`config.mk`:
```
export PLATFORM = sky130hd
export DESIGN_NAME = go_back_n_sender_window_top_flat
export DESIGN_NICKNAME = d
export VERILOG_FILES = /design/src/rtl/gbn_pkg.sv /design/src/rtl/gbn_cfg_if.sv /design/src/rtl/gbn_in_if.sv /design/src/rtl/gbn_out_if.sv /design/src/rtl/gbn_cfg_regs.sv /design/src/rtl/gbn_ctrl.sv /design/src/rtl/gbn_dp.sv /design/src/rtl/go_back_n_sender_window_top.sv /design/src/flat_wrapper.sv
export SDC_FILE = /design/constraint.sdc
export NUM_CORES = 1
export LEC_CHECK = 0
export BUFFER_PORTS_ARGS = -buffer_cell sky130_fd_sc_hd__buf_2
export CORE_ASPECT_RATIO = 0.8
export CORE_MARGIN = 2
export CORE_UTILIZATION = 35
export CTS_CLUSTER_SIZE = 25
export DETAILED_ROUTE_END_ITERATION = 6
export PLACE_DENSITY = 0.6
export REMOVE_ABC_BUFFERS = 1
export SLEW_MARGIN = 40
export SYNTH_ARGS = -nofsm -noshare
export SYNTH_HDL_FRONTEND = slang
export SYNTH_SLANG_ARGS = --single-unit
```
`constraint.sdc`:
```
create_clock -name clk -period 7.1 [get_ports clk]
set_input_delay 1.42 -clock clk [delete_from_list [all_inputs] [get_ports clk]]
set_output_delay 1.42 -clock clk [all_outputs]
set_load 0.005 [all_outputs]
```
`src/rtl/gbn_pkg.sv`:
```
`default_nettype none
package gbn_pkg;

  localparam int unsigned INDEX_BITS_DEF = 16;
  localparam int unsigned MAX_WINDOW     = 32;
  localparam int unsigned RESULT_LIMIT   = 32;
  localparam int unsigned WIN_CAP        = (MAX_WINDOW < RESULT_LIMIT) ? MAX_WINDOW
                                                                       : RESULT_LIMIT;

  localparam int unsigned WS_W      = 6;
  localparam int unsigned TMO_W     = 16;
  localparam int unsigned TOT_W     = 16;
  localparam int unsigned ACK_W     = 16;
  localparam int unsigned FIDX_W    = 16;
  localparam int unsigned KIND_W    = 2;
  localparam int unsigned ELAPSED_W = 16;
  localparam int unsigned CNT_W     = $clog2(RESULT_LIMIT + 1);

  localparam int unsigned CFG_IDX_W  = 2;
  localparam int unsigned CFG_DATA_W = 16;

  localparam logic [CFG_IDX_W-1:0] REG_WINDOW_SIZE   = 2'd0;
  localparam logic [CFG_IDX_W-1:0] REG_TIMEOUT_TICKS = 2'd1;
  localparam logic [CFG_IDX_W-1:0] REG_TOTAL_FRAMES  = 2'd2;

  localparam logic [WS_W-1:0]  WS_RESET  = 6'd4;
  localparam logic [TMO_W-1:0] TMO_RESET = 16'd1000;
  localparam logic [TOT_W-1:0] TOT_RESET = 16'd1;

  localparam logic [KIND_W-1:0] KIND_SEND = 2'd0;
  localparam logic [KIND_W-1:0] KIND_RETX = 2'd1;
  localparam logic [KIND_W-1:0] KIND_NONE = 2'd2;

  typedef struct packed {
    logic [WS_W-1:0]  window_size;
    logic [TMO_W-1:0] timeout_ticks;
    logic [TOT_W-1:0] total_frames;
  } cfg_t;

  typedef struct packed {
    logic load_in;
    logic eval;
    logic emit_retx;
    logic emit_send;
    logic emit_none;
    logic last;
  } dp_cmd_t;

  typedef struct packed {
    logic out_free;
    logic retx_go;
    logic retx_more;
    logic send_now;
    logic send_after_retx;
    logic send_more;
  } dp_sts_t;

endpackage
`default_nettype wire

```
`src/rtl/gbn_cfg_if.sv`:
```
`default_nettype none
interface gbn_cfg_if;
  import gbn_pkg::*;
  logic                  valid;
  logic                  ready;
  logic [CFG_IDX_W-1:0]  index;
  logic [CFG_DATA_W-1:0] data;
  modport source(output valid, index, data, input ready);
  modport sink(input valid, index, data, output ready);
endinterface
`default_nettype wire

```
`src/rtl/gbn_in_if.sv`:
```
`default_nettype none
interface gbn_in_if;
  import gbn_pkg::*;
  logic             valid;
  logic             ready;
  logic             op;
  logic [ACK_W-1:0] ack_number;
  logic             ack_corrupt;
  modport source(output valid, op, ack_number, ack_corrupt, input ready);
  modport sink(input valid, op, ack_number, ack_corrupt, output ready);
endinterface
`default_nettype wire

```
`src/rtl/gbn_out_if.sv`:
```
`default_nettype none
interface gbn_out_if;
  import gbn_pkg::*;
  logic              valid;
  logic              ready;
  logic [KIND_W-1:0] kind;
  logic [FIDX_W-1:0] frame_index;
  logic              last;
  logic              done_res;
  modport source(output valid, kind, frame_index, last, done_res, input ready);
  modport sink(input valid, kind, frame_index, last, done_res, output ready);
endinterface
`default_nettype wire

```
`src/rtl/gbn_cfg_regs.sv`:
```
`default_nettype none
module gbn_cfg_regs (
  input  logic          clk,
  input  logic          rst_n,
  gbn_cfg_if.sink       cfg_ch,
  output gbn_pkg::cfg_t cfg
);
  import gbn_pkg::*;

  cfg_t cfg_r;

  assign cfg_ch.ready = 1'b1;
  assign cfg          = cfg_r;

  always_ff @(posedge clk) begin
    if (!rst_n) begin
      cfg_r.window_size   <= WS_RESET;
      cfg_r.timeout_ticks <= TMO_RESET;
      cfg_r.total_frames  <= TOT_RESET;
    end else if (cfg_ch.valid) begin
      case (cfg_ch.index)
        REG_WINDOW_SIZE:   cfg_r.window_size   <= cfg_ch.data[WS_W-1:0];
        REG_TIMEOUT_TICKS: cfg_r.timeout_ticks <= cfg_ch.data[TMO_W-1:0];
        REG_TOTAL_FRAMES:  cfg_r.total_frames  <= cfg_ch.data[TOT_W-1:0];
        default: ;
      endcase
    end
  end

endmodule
`default_nettype wire

```
`src/rtl/gbn_ctrl.sv`:
```
`default_nettype none
module gbn_ctrl (
  input  logic             clk,
  input  logic             rst_n,
  input  logic             in_valid,
  output logic             in_ready,
  input  gbn_pkg::dp_sts_t sts,
  output gbn_pkg::dp_cmd_t cmd
);
  import gbn_pkg::*;

  typedef enum logic [5:0] {
    ST_IDLE  = 6'b000001,
    ST_EVAL  = 6'b000010,
    ST_ROUTE = 6'b000100,
    ST_RETX  = 6'b001000,
    ST_SEND  = 6'b010000,
    ST_NONE  = 6'b100000
  } state_t;

  state_t state_r, state_nxt;

  assign in_ready = (state_r == ST_IDLE);

  always_comb begin
    state_nxt = state_r;
    cmd       = '0;
    case (state_r)
      ST_IDLE: begin
        if (in_valid) begin
          cmd.load_in = 1'b1;
          state_nxt   = ST_EVAL;
        end
      end
      ST_EVAL: begin
        cmd.eval  = 1'b1;
        state_nxt = ST_ROUTE;
      end
      ST_ROUTE: begin
        if (sts.retx_go) state_nxt = ST_RETX;
        else if (sts.send_now) state_nxt = ST_SEND;
        else state_nxt = ST_NONE;
      end
      ST_RETX: begin
        if (sts.out_free) begin
          cmd.emit_retx = 1'b1;
          cmd.last      = !sts.retx_more && !sts.send_after_retx;
          if (sts.retx_more) state_nxt = ST_RETX;
          else if (sts.send_after_retx) state_nxt = ST_SEND;
          else state_nxt = ST_IDLE;
        end
      end
      ST_SEND: begin
        if (sts.out_free) begin
          cmd.emit_send = 1'b1;
          cmd.last      = !sts.send_more;
          state_nxt     = sts.send_more ? ST_SEND : ST_IDLE;
        end
      end
      ST_NONE: begin
        if (sts.out_free) begin
          cmd.emit_none = 1'b1;
          cmd.last      = 1'b1;
          state_nxt     = ST_IDLE;
        end
      end
      default: state_nxt = ST_IDLE;
    endcase
  end

  always_ff @(posedge clk) begin
    if (!rst_n) state_r <= ST_IDLE;
    else state_r <= state_nxt;
  end

endmodule
`default_nettype wire

```
`src/rtl/gbn_dp.sv`:
```
`default_nettype none
module gbn_dp #(
  parameter int unsigned INDEX_BITS = gbn_pkg::INDEX_BITS_DEF
) (
  input  logic                        clk,
  input  logic                        rst_n,
  input  gbn_pkg::cfg_t               cfg,
  input  gbn_pkg::dp_cmd_t            cmd,
  output gbn_pkg::dp_sts_t            sts,
  input  logic                        in_op,
  input  logic [gbn_pkg::ACK_W-1:0]   in_ack_number,
  input  logic                        in_ack_corrupt,
  input  logic                        out_ready,
  output logic                        out_valid,
  output logic [gbn_pkg::KIND_W-1:0]  out_kind,
  output logic [gbn_pkg::FIDX_W-1:0]  out_frame_index,
  output logic                        out_last,
  output logic                        out_done_res
);
  import gbn_pkg::*;

  localparam int unsigned IW = INDEX_BITS;
  localparam int unsigned CW = (IW > ACK_W) ? IW : ACK_W;
  localparam logic [WS_W-1:0]  CAP_N   = WS_W'(WIN_CAP);
  localparam logic [CNT_W-1:0] CNT_LIM = CNT_W'(RESULT_LIMIT);

  // latched item
  logic             op_r;
  logic [ACK_W-1:0] ack_r;
  logic             corrupt_r;

  // window state
  logic [IW-1:0]        base_r;
  logic [IW-1:0]        next_r;
  logic                 running_r;
  logic [ELAPSED_W-1:0] elapsed_r;

  // burst bookkeeping
  logic [IW-1:0]    cur_r;
  logic [CNT_W-1:0] cnt_r;
  logic             retx_pend_r;

  // output register
  logic              out_valid_r;
  logic [KIND_W-1:0] out_kind_r;
  logic [FIDX_W-1:0] out_idx_r;
  logic              out_last_r;
  logic              out_done_r;

  logic [CW-1:0]        tot_cw, mask_cw, ack_cw, base_cw, next_cw;
  logic [IW-1:0]        total_i;
  logic [WS_W-1:0]      win_n;
  logic [IW:0]          base_plus_n, next_p1, cur_p1;
  logic [CNT_W-1:0]     cnt_p1;
  logic [ELAPSED_W-1:0] elapsed_inc;
  logic [TMO_W-1:0]     tmo_lim;
  logic                 active, expired, ack_ok;
  logic                 cnt_room, cnt_room_p1;
  logic                 send_ok_next, send_ok_next_p1;
  logic [CW-1:0]        idx_cw;
  logic                 emit;

  always_comb begin
    tot_cw  = CW'(cfg.total_frames);
    mask_cw = CW'({IW{1'b1}});
    total_i = (tot_cw > mask_cw) ? mask_cw[IW-1:0] : tot_cw[IW-1:0];

    if (cfg.window_size == '0) win_n = WS_W'(1);
    else if (cfg.window_size > CAP_N) win_n = CAP_N;
    else win_n = cfg.window_size;

    active      = base_r < total_i;
    base_plus_n = {1'b0, base_r} + (IW+1)'(win_n);
    next_p1     = {1'b0, next_r} + (IW+1)'(1);
    cur_p1      = {1'b0, cur_r} + (IW+1)'(1);
    cnt_p1      = cnt_r + CNT_W'(1);
    cnt_room    = cnt_r < CNT_LIM;
    cnt_room_p1 = cnt_p1 < CNT_LIM;

    elapsed_inc = (&elapsed_r) ? elapsed_r : elapsed_r + ELAPSED_W'(1);
    tmo_lim     = (cfg.timeout_ticks == '0) ? TMO_W'(1) : cfg.timeout_ticks;
    expired     = elapsed_inc >= tmo_lim;

    ack_cw  = CW'(ack_r);
    base_cw = CW'(base_r);
    next_cw = CW'(next_r);
    ack_ok  = !corrupt_r && (ack_cw > base_cw) && (ack_cw <= next_cw);

    // base is settled once the item has been evaluated
    send_ok_next    = active && (next_r < total_i) && ({1'b0, next_r} < base_plus_n);
    send_ok_next_p1 = active && (next_p1 < {1'b0, total_i}) && (next_p1 < base_plus_n);

    sts.out_free        = !out_valid_r || out_ready;
    sts.retx_go         = retx_pend_r;
    sts.retx_more       = (cur_p1 < {1'b0, next_r}) && cnt_room_p1;
    sts.send_now        = send_ok_next && cnt_room;
    sts.send_after_retx = send_ok_next && cnt_room_p1;
    sts.send_more       = send_ok_next_p1 && cnt_room_p1;

    idx_cw = cmd.emit_retx ? CW'(cur_r) : CW'(next_r);
    emit   = cmd.emit_retx || cmd.emit_send || cmd.emit_none;
  end

  always_ff @(posedge clk) begin
    if (cmd.load_in) begin
      op_r      <= in_op;
      ack_r     <= in_ack_number;
      corrupt_r <= in_ack_corrupt;
    end
    if (cmd.eval) begin
      cur_r <= base_r;
      cnt_r <= '0;
    end else if (cmd.emit_retx || cmd.emit_send) begin
      cnt_r <= cnt_p1;
      if (cmd.emit_retx) cur_r <= cur_p1[IW-1:0];
    end
    if (emit) begin
      out_kind_r <= cmd.emit_retx ? KIND_RETX : (cmd.emit_send ? KIND_SEND : KIND_NONE);
      out_idx_r  <= cmd.emit_none ? '0 : idx_cw[FIDX_W-1:0];
      out_last_r <= cmd.last;
      out_done_r <= !active;
    end
  end

  always_ff @(posedge clk) begin
    if (!rst_n) begin
      base_r      <= '0;
      next_r      <= '0;
      running_r   <= 1'b0;
      elapsed_r   <= '0;
      retx_pend_r <= 1'b0;
      out_valid_r <= 1'b0;
    end else begin
      if (emit) out_valid_r <= 1'b1;
      else if (out_ready) out_valid_r <= 1'b0;

      if (cmd.eval) begin
        retx_pend_r <= 1'b0;
        if (active) begin
          if (!op_r) begin
            if (running_r) begin
              elapsed_r   <= expired ? '0 : elapsed_inc;
              retx_pend_r <= expired && (base_r < next_r);
            end
          end else if (ack_ok) begin
            base_r <= ack_cw[IW-1:0];
            if (ack_cw == next_cw) running_r <= 1'b0;
            else elapsed_r <= '0;
          end
        end
      end

      if (cmd.emit_send) begin
        // first frame of an empty window starts the timer
        if (base_r == next_r) begin
          running_r <= 1'b1;
          elapsed_r <= '0;
        end
        next_r <= next_p1[IW-1:0];
      end
    end
  end

  assign out_valid       = out_valid_r;
  assign out_kind        = out_kind_r;
  assign out_frame_index = out_idx_r;
  assign out_last        = out_last_r;
  assign out_done_res    = out_done_r;

endmodule
`default_nettype wire

```
`src/rtl/go_back_n_sender_window_top.sv`:
```
// Channel   Role     Payload                               Handshake
// cfg_ch    sink     index, data                           valid/ready (ready always high)
// in_ch     sink     op, ack_number, ack_corrupt           valid/ready
// out_ch    source   kind, frame_index, last, done_res     valid/ready
//
// One item at a time: accept, evaluate, route, then one result per cycle while out_ch
// does not stall; the burst is paced by the single output register.
// Reset restores window state to zero, timer stopped, registers to defaults.
// Output stalls hold the result and pause the burst; in_ch stays low until the last
// result of the item has been loaded into the output register.
`default_nettype none
module go_back_n_sender_window_top #(
  parameter int unsigned INDEX_BITS = gbn_pkg::INDEX_BITS_DEF
) (
  input  logic       clk,
  input  logic       rst_n,
  gbn_cfg_if.sink    cfg_ch,
  gbn_in_if.sink     in_ch,
  gbn_out_if.source  out_ch
);
  import gbn_pkg::*;

  cfg_t    cfg;
  dp_cmd_t cmd;
  dp_sts_t sts;

  gbn_cfg_regs u_cfg (
    .clk    (clk),
    .rst_n  (rst_n),
    .cfg_ch (cfg_ch),
    .cfg    (cfg)
  );

  gbn_ctrl u_ctrl (
    .clk      (clk),
    .rst_n    (rst_n),
    .in_valid (in_ch.valid),
    .in_ready (in_ch.ready),
    .sts      (sts),
    .cmd      (cmd)
  );

  gbn_dp #(
    .INDEX_BITS (INDEX_BITS)
  ) u_dp (
    .clk             (clk),
    .rst_n           (rst_n),
    .cfg             (cfg),
    .cmd             (cmd),
    .sts             (sts),
    .in_op           (in_ch.op),
    .in_ack_number   (in_ch.ack_number),
    .in_ack_corrupt  (in_ch.ack_corrupt),
    .out_ready       (out_ch.ready),
    .out_valid       (out_ch.valid),
    .out_kind        (out_ch.kind),
    .out_frame_index (out_ch.frame_index),
    .out_last        (out_ch.last),
    .out_done_res    (out_ch.done_res)
  );

endmodule
`default_nettype wire

```
`src/flat_wrapper.sv`:
```
// flat-port wrapper written by rule: the top's interface ports become plain ports
module go_back_n_sender_window_top_flat import gbn_pkg::*;
#(
  parameter int unsigned INDEX_BITS = gbn_pkg::INDEX_BITS_DEF
)
  (clk, rst_n, cfg_ch_valid, cfg_ch_index, cfg_ch_data, cfg_ch_ready, in_ch_valid, in_ch_op, in_ch_ack_number, in_ch_ack_corrupt, in_ch_ready, out_ch_valid, out_ch_kind, out_ch_frame_index, out_ch_last, out_ch_done_res, out_ch_ready);
  gbn_cfg_if cfg_ch_i ();
  gbn_in_if in_ch_i ();
  gbn_out_if out_ch_i ();
  input  logic clk;
  input  logic rst_n;
  input wire logic [$bits(cfg_ch_i.valid)-1:0] cfg_ch_valid;
  input wire logic [$bits(cfg_ch_i.index)-1:0] cfg_ch_index;
  input wire logic [$bits(cfg_ch_i.data)-1:0] cfg_ch_data;
  output wire logic [$bits(cfg_ch_i.ready)-1:0] cfg_ch_ready;
  input wire logic [$bits(in_ch_i.valid)-1:0] in_ch_valid;
  input wire logic [$bits(in_ch_i.op)-1:0] in_ch_op;
  input wire logic [$bits(in_ch_i.ack_number)-1:0] in_ch_ack_number;
  input wire logic [$bits(in_ch_i.ack_corrupt)-1:0] in_ch_ack_corrupt;
  output wire logic [$bits(in_ch_i.ready)-1:0] in_ch_ready;
  output wire logic [$bits(out_ch_i.valid)-1:0] out_ch_valid;
  output wire logic [$bits(out_ch_i.kind)-1:0] out_ch_kind;
  output wire logic [$bits(out_ch_i.frame_index)-1:0] out_ch_frame_index;
  output wire logic [$bits(out_ch_i.last)-1:0] out_ch_last;
  output wire logic [$bits(out_ch_i.done_res)-1:0] out_ch_done_res;
  input wire logic [$bits(out_ch_i.ready)-1:0] out_ch_ready;
  assign cfg_ch_i.valid = cfg_ch_valid;
  assign cfg_ch_i.index = cfg_ch_index;
  assign cfg_ch_i.data = cfg_ch_data;
  assign cfg_ch_ready = cfg_ch_i.ready;
  assign in_ch_i.valid = in_ch_valid;
  assign in_ch_i.op = in_ch_op;
  assign in_ch_i.ack_number = in_ch_ack_number;
  assign in_ch_i.ack_corrupt = in_ch_ack_corrupt;
  assign in_ch_ready = in_ch_i.ready;
  assign out_ch_valid = out_ch_i.valid;
  assign out_ch_kind = out_ch_i.kind;
  assign out_ch_frame_index = out_ch_i.frame_index;
  assign out_ch_last = out_ch_i.last;
  assign out_ch_done_res = out_ch_i.done_res;
  assign out_ch_i.ready = out_ch_ready;
  go_back_n_sender_window_top #(.INDEX_BITS(INDEX_BITS)) u_core (.clk(clk), .rst_n(rst_n), .cfg_ch(cfg_ch_i), .in_ch(in_ch_i), .out_ch(out_ch_i));
endmodule
```
Word-level counts from Yosys, hierarchy flattened --
Cells that the tools add are included.
Storage, ports and cells: register bits 155, bits in writable memories 0, memories 0, bits in latches 0, output and inout bits 23, ROM bits 0
Cells by class: reduce and logical (&&, ||, !) cells 34, equal/unequal tests 14, multiplexer cells 52, multipliers 0, div/mod/pow operators 0, shift-type cells 0, add/sub/neg operators 5, bitwise operators 0, $lt $le $gt $ge 14
Operators by type and width (count):
- $mux 16 | 16
- $mux 6 | 9
- $lt 16x16->1 | 3
- $pmux 6 s6 | 1
- $add 16x1->17 const B | 2
- $lt 17x16->1 | 2
- $eq 16x16->1 | 2
- $mux 1 | 21
- $add 16x6->17 | 1
- $lt 16x17->1 | 1
- $lt 17x17->1 | 1
- $add 16x1->16 const B | 1
- $ge 16x16->1 | 1
- $gt 16x16->1 | 1
- $gt 16x16->1 const B | 1
- $le 16x16->1 | 1
- $logic_not 16->1 | 1
- $reduce_and 16->1 | 1
- $logic_and 1x1->1 | 12
- $lt 6x6->1 const B | 2
- $mux 5 | 2
- $reduce_and 2->1 | 4
- $reduce_and 4->1 | 2
- $add 6x1->6 const B | 1
- 18 further kinds | 30

Depth between registers and ports, before layout --
depth in word-level cells 11, depth in mapped cells 21, depth with buffers taken out 21

Cells and area by module --
A second synthesis with hierarchy kept.
Unflattened totals: cells, all modules 1241, area, all modules 11250.8 um^2
Modules (own cells, without submodules):
- gbn_dp | instances 1, area an instance 9211.3 um^2, cells each 1022
- gbn_cfg_regs | instances 1, area an instance 1524.0 um^2, cells each 156
- gbn_ctrl | instances 1, area an instance 515.5 um^2, cells each 63

Least setup slack after synthesis --
Ideal clock, no wire load.
path kind register to register, start point register u_core.u_cfg.cfg_r, in the netlist u_core.u_cfg.cfg[33], end point register u_core.u_dp.out_last_r, in the netlist u_core.u_dp.out_last, data pin, setup slack 2913 ps, arrival 3922 ps, buffers on the path 0, period minus slack after synthesis 4187 ps, cell stages (with the launch flop) 22, required time 6835 ps, cell sequence dfxtp_1 > nor4_1 > nor2_1 > nor2_1 > ha_1 > fa_1 > a21o_1 > a21oi_1 > nor2_1 > o21a_1 > nor2_1 > nor4_1 > xnor2_1 > ha_1 > a21oi_1 > nor2b_1 > o21ai_0 > nand3_1 > or4b_4 > o31ai_4 > nor2_1 > or3_1
RTL lines:
- start: declaration | line gbn_cfg_regs.sv:10 | cfg_t cfg_r;
- end signal: assignment | line gbn_dp.sv:120 | out_last_r <= cmd.last;
- end: declaration | line gbn_dp.sv:47 | logic out_last_r;

==> flow_summary.json <==
{
  "status": "complete, no violations",
  "fmaxAchievable_mhz": 209,
  "mostFrequentLayoutCell": "ha_1",
  "mappedNetlistArea_mm2": 0.0108,
  "initial_utilization": 0.355,
  "portBuffers": 62,
  "worstMarginPinSlew_ns": 0.851,
  "synthesis.area_per_instance_um2": 8.85,
  "wl_met2_mm": 13.4,
  "die_area_mm2": 0.0323,
  "crit_type": "register to register",
  "clkSinkCount": 155,
  "postSynth.topFlopCell": "dfxtp_1",
  "groute.usage.overall": 0.202,
  "report.final.slew_viol_count": 0,
  "top_signal_layer_used": "met4",
  "top_level_ports": 64,
  "required_ns": 7.29,
  "grt_first_pass_wirelength_mm": 50.5,
  "grt_max_degree": 67,
  "num_rows": 57,
  "residual_overflow_from_global_routing": 0,
  "grt_antenna_before_repair": 0,
  "tritoncts": "built",
  "yosys_register_bits": 155,
  "cts.reportedPaths.clkPinSlew_ns": 0.07,
  "placeableCoreArea_mm2": 0.0304,
  "vias": 9241,
  "worst_ep_arrival_time_ns": 4.99,
  "drt-pass1-iter-count": 7,
  "ys.warnings.count": 0,
  "drt-wirelength-per-cell_um": 19.0,
  "min_path_type": "register to register",
  "pwr_density_cell_mw_per_mm2": 196,
  "wirelength_mm": 32.2,
  "fin_util": 0.401,
  "timing.setup.tns_ns": 0,
  "fin_total_pwr_mw": 2.39,
  "h-tree-depth": 4,
  "count_of_flip_flops_with_a_built_in_enable_after_synthesis": 54,
  "nNetsFinal": 1477,
  "most-common-layout-cells": "165 x ha_1, 149 x nand2_1, 106 x a21oi_1, 101 x dfxtp_1, 89 x nor2_1",
  "antenna_left": 0,
  "setup.worst_path.end_class": "register",
  "route.layer.met1.wl_mm": 15.7,
  "cts_setup_buffers": 0,
  "crit_fanout": 7,
  "drv.max_cap_violation_count": 0,
  "dp_hpwl_mm": 24.8,
  "post_cts_hold_buffer_count": 0,
  "yosysSeqAreaShare": 0.338,
  "period_minus_slack_ns": 4.80,
  "critical_path_startpoint_category": "register",
  "vias_in_the_first_global_route": 8854,
  "cts-resized-gates": 0,
  "synthArstFlopShare": 0,
  "power.ir.vdd_worst_uv": 168,
  "post_synth_num_cell_types": 76,
  "detail_route.iter0.violations": 861,
  "clk_path_buf_depth": 2,
  "diodes": 0,
  "fin_hold_ws_ns": 0.459,
  "slew-limit-headroom": 0.428,
  "globalplace.congestion": 0.920,
  "min_period_over_period": 0.675,
  "clock_insertion_delay_worst_skew_ns": 0.45,
  "skew_ns": 0.0159,
  "floorplan.die.height_um": 161,
  "final_layout_size_suffix_gt1_frac": 0.0990,
  "cts_root_buffer": "clkbuf_16",
  "setup_violations": 0,
  "cts-buffers-inserted": 17,
  "hold_violations": 0,
  "leakage_nw": 4.92,
  "postSynthCellCount": 1219,
  "met3RoutedLength_mm": 2.73,
  "rsz0062_at_grt": "no",
  "drt_drc_violations_left": 0,
  "layout-area-overhead-vs-synth_pct": 12.9,
  "floorplan.die.width_um": 200,
  "drt-vias-per-instance": 5.45
}
[sequential cells by signal (all words and copies together) (netlist names)]
register and count:
u_core.u_dp.retx_pend_r 1, u_core.u_dp.elapsed_r 16, u_core.u_dp.cnt_r 6, u_core.u_dp.out_last 1, u_core.u_dp.op_r 1, u_core.u_dp.base_cw 16, u_core.u_cfg.cfg 38, u_core.u_dp.out_done_res 1
u_core.u_ctrl.state_r 6, u_core.u_dp.cur_r 16, u_core.u_dp.out_valid 1, u_core.u_dp.corrupt_r 1, u_core.u_dp.running_r 1, u_core.u_dp.out_kind 2, u_core.u_dp.next_cw 16, u_core.u_dp.ack_cw 16
u_core.u_dp.out_frame_index 16
[routing by layer]
layer	vias up	GRT usage
met5	-	0
li1	4519	-
met4	0	0.0579
met1	4354	0.292
met2	335	0.298
met3	33	0.0500
[report_power, final]
part / internal, mW / leakage [nW] / switching, mW / total (mW)
logic: 0.140 / 3.29 / 0.219 / 0.359
registers: 0.976 / 1.32 / 0.0540 / 1.03
clock network: 0.598 / 0.311 / 0.400 / 0.997
total: 1.71 / 4.92 / 0.672 / 2.39
[cell type report]
type                       count  area [um2]
fill                        3108       18200
multi-input combinational    946        6720
sequential                   155        3640
tap                          413         517
clock buffer                  21         482
timing repair buffer          70         370
inverter                      80         300
clock inverter                11         154
[cell usage after synthesis, drive strengths merged, types with 3 or more instances]
| cell type | count | area share |
|---|---|---|
| o2111ai | 8 | 0.0065 |
| nor3b | 5 | 0.0039 |
| or2 | 3 | 0.0017 |
| o211ai | 10 | 0.0070 |
| a21oi | 107 | 0.050 |
| nor3 | 17 | 0.0079 |
| nand2 | 150 | 0.052 |
| dfxtp | 101 | 0.19 |
| and2 | 3 | 0.0017 |
| nand4 | 33 | 0.019 |
| nor4 | 14 | 0.010 |
| a221oi | 3 | 0.0024 |
| buf | 5 | 0.0028 |
| xor2 | 15 | 0.012 |
| a211oi | 9 | 0.0063 |
| a22o | 10 | 0.0081 |
| a211o | 3 | 0.0024 |
| nor2b | 17 | 0.0099 |
| edfxtp | 54 | 0.15 |
| ha | 165 | 0.19 |
| o21a | 17 | 0.012 |
| mux2i | 7 | 0.0065 |
| nand3 | 50 | 0.023 |
| o21ai | 32 | 0.015 |
| nand3b | 4 | 0.0028 |
| and4 | 6 | 0.0049 |
| clkbuf | 33 | 0.014 |
| nand4b | 4 | 0.0032 |
| a21o | 25 | 0.017 |
| a2111oi | 5 | 0.0046 |
| or3 | 6 | 0.0035 |
| and3 | 10 | 0.0059 |
| a21boi | 4 | 0.0028 |
| nor2 | 89 | 0.031 |
| inv | 78 | 0.027 |
| a31oi | 4 | 0.0037 |
| nand2b | 7 | 0.0041 |
| xnor2 | 56 | 0.045 |
| o31ai | 19 | 0.014 |
[path summary, 6_finish.rpt]
kind,from,to,slack [ns],cells past startpoint
setup / recovery,u_core.u_cfg.cfg[37]$_SDFFE_PN0P_,u_core.u_dp.out_last$_DFFE_PP_,2.30,19
hold / removal,u_core.u_cfg.cfg[11]$_SDFFE_PN0P_,u_core.u_cfg.cfg[11]$_SDFFE_PN0P_,0.46,2
setup reg to reg,u_core.u_cfg.cfg[37]$_SDFFE_PN0P_,u_core.u_dp.out_last$_DFFE_PP_,2.30,19
hold reg to reg,u_core.u_cfg.cfg[11]$_SDFFE_PN0P_,u_core.u_cfg.cfg[11]$_SDFFE_PN0P_,0.46,2
[worst max-delay path: stages, from the launching register on]
cell and delay [ns]:
dfxtp_1 0.46, nor2_1 0.09, ha_1 0.21, fa_1 0.41, a21o_1 0.20, a21oi_1 0.26
nor2_1 0.09, o21a_1 0.17, nor2_1 0.38, nor2_1 0.10, xnor2_1 0.22, ha_1 0.30
a211oi_1 0.22, nand2_1 0.10, a2111oi_0 0.30, a21oi_1 0.14, o31ai_1 0.28, and2b_2 0.21
nor3_1 0.04, or3_1 0.35
[cell families (layout without fill, tap and decap cells)]
kind of cell	Yosys count	count (layout)	synth area share
compound gates	272	272	0.166
xor+xnor	71	71	0.0576
fa+ha+maj	166	166	0.193
buf+inv	118	182	0.0442
flops	155	155	0.338
mux	9	9	0.00858
other cells	1	1	0.000347
simple gates	427	427	0.193
[through the flow]
stage / instances / instance area, um2 / setup WS, ns
6_report: 1696 / 12200 / 2.30
5_1_grt: 1696 / 12200 / 1.79
4_1_cts: 1696 / 12200 / 2.37
3_5_place_dp: 1664 / 11500 / 2.41
3_3_place_gp: 1664 / 11500 / 2.48
2_1_floorplan: 1181 / 10600 / 2.91
Power figures use the tool's default switching activity.
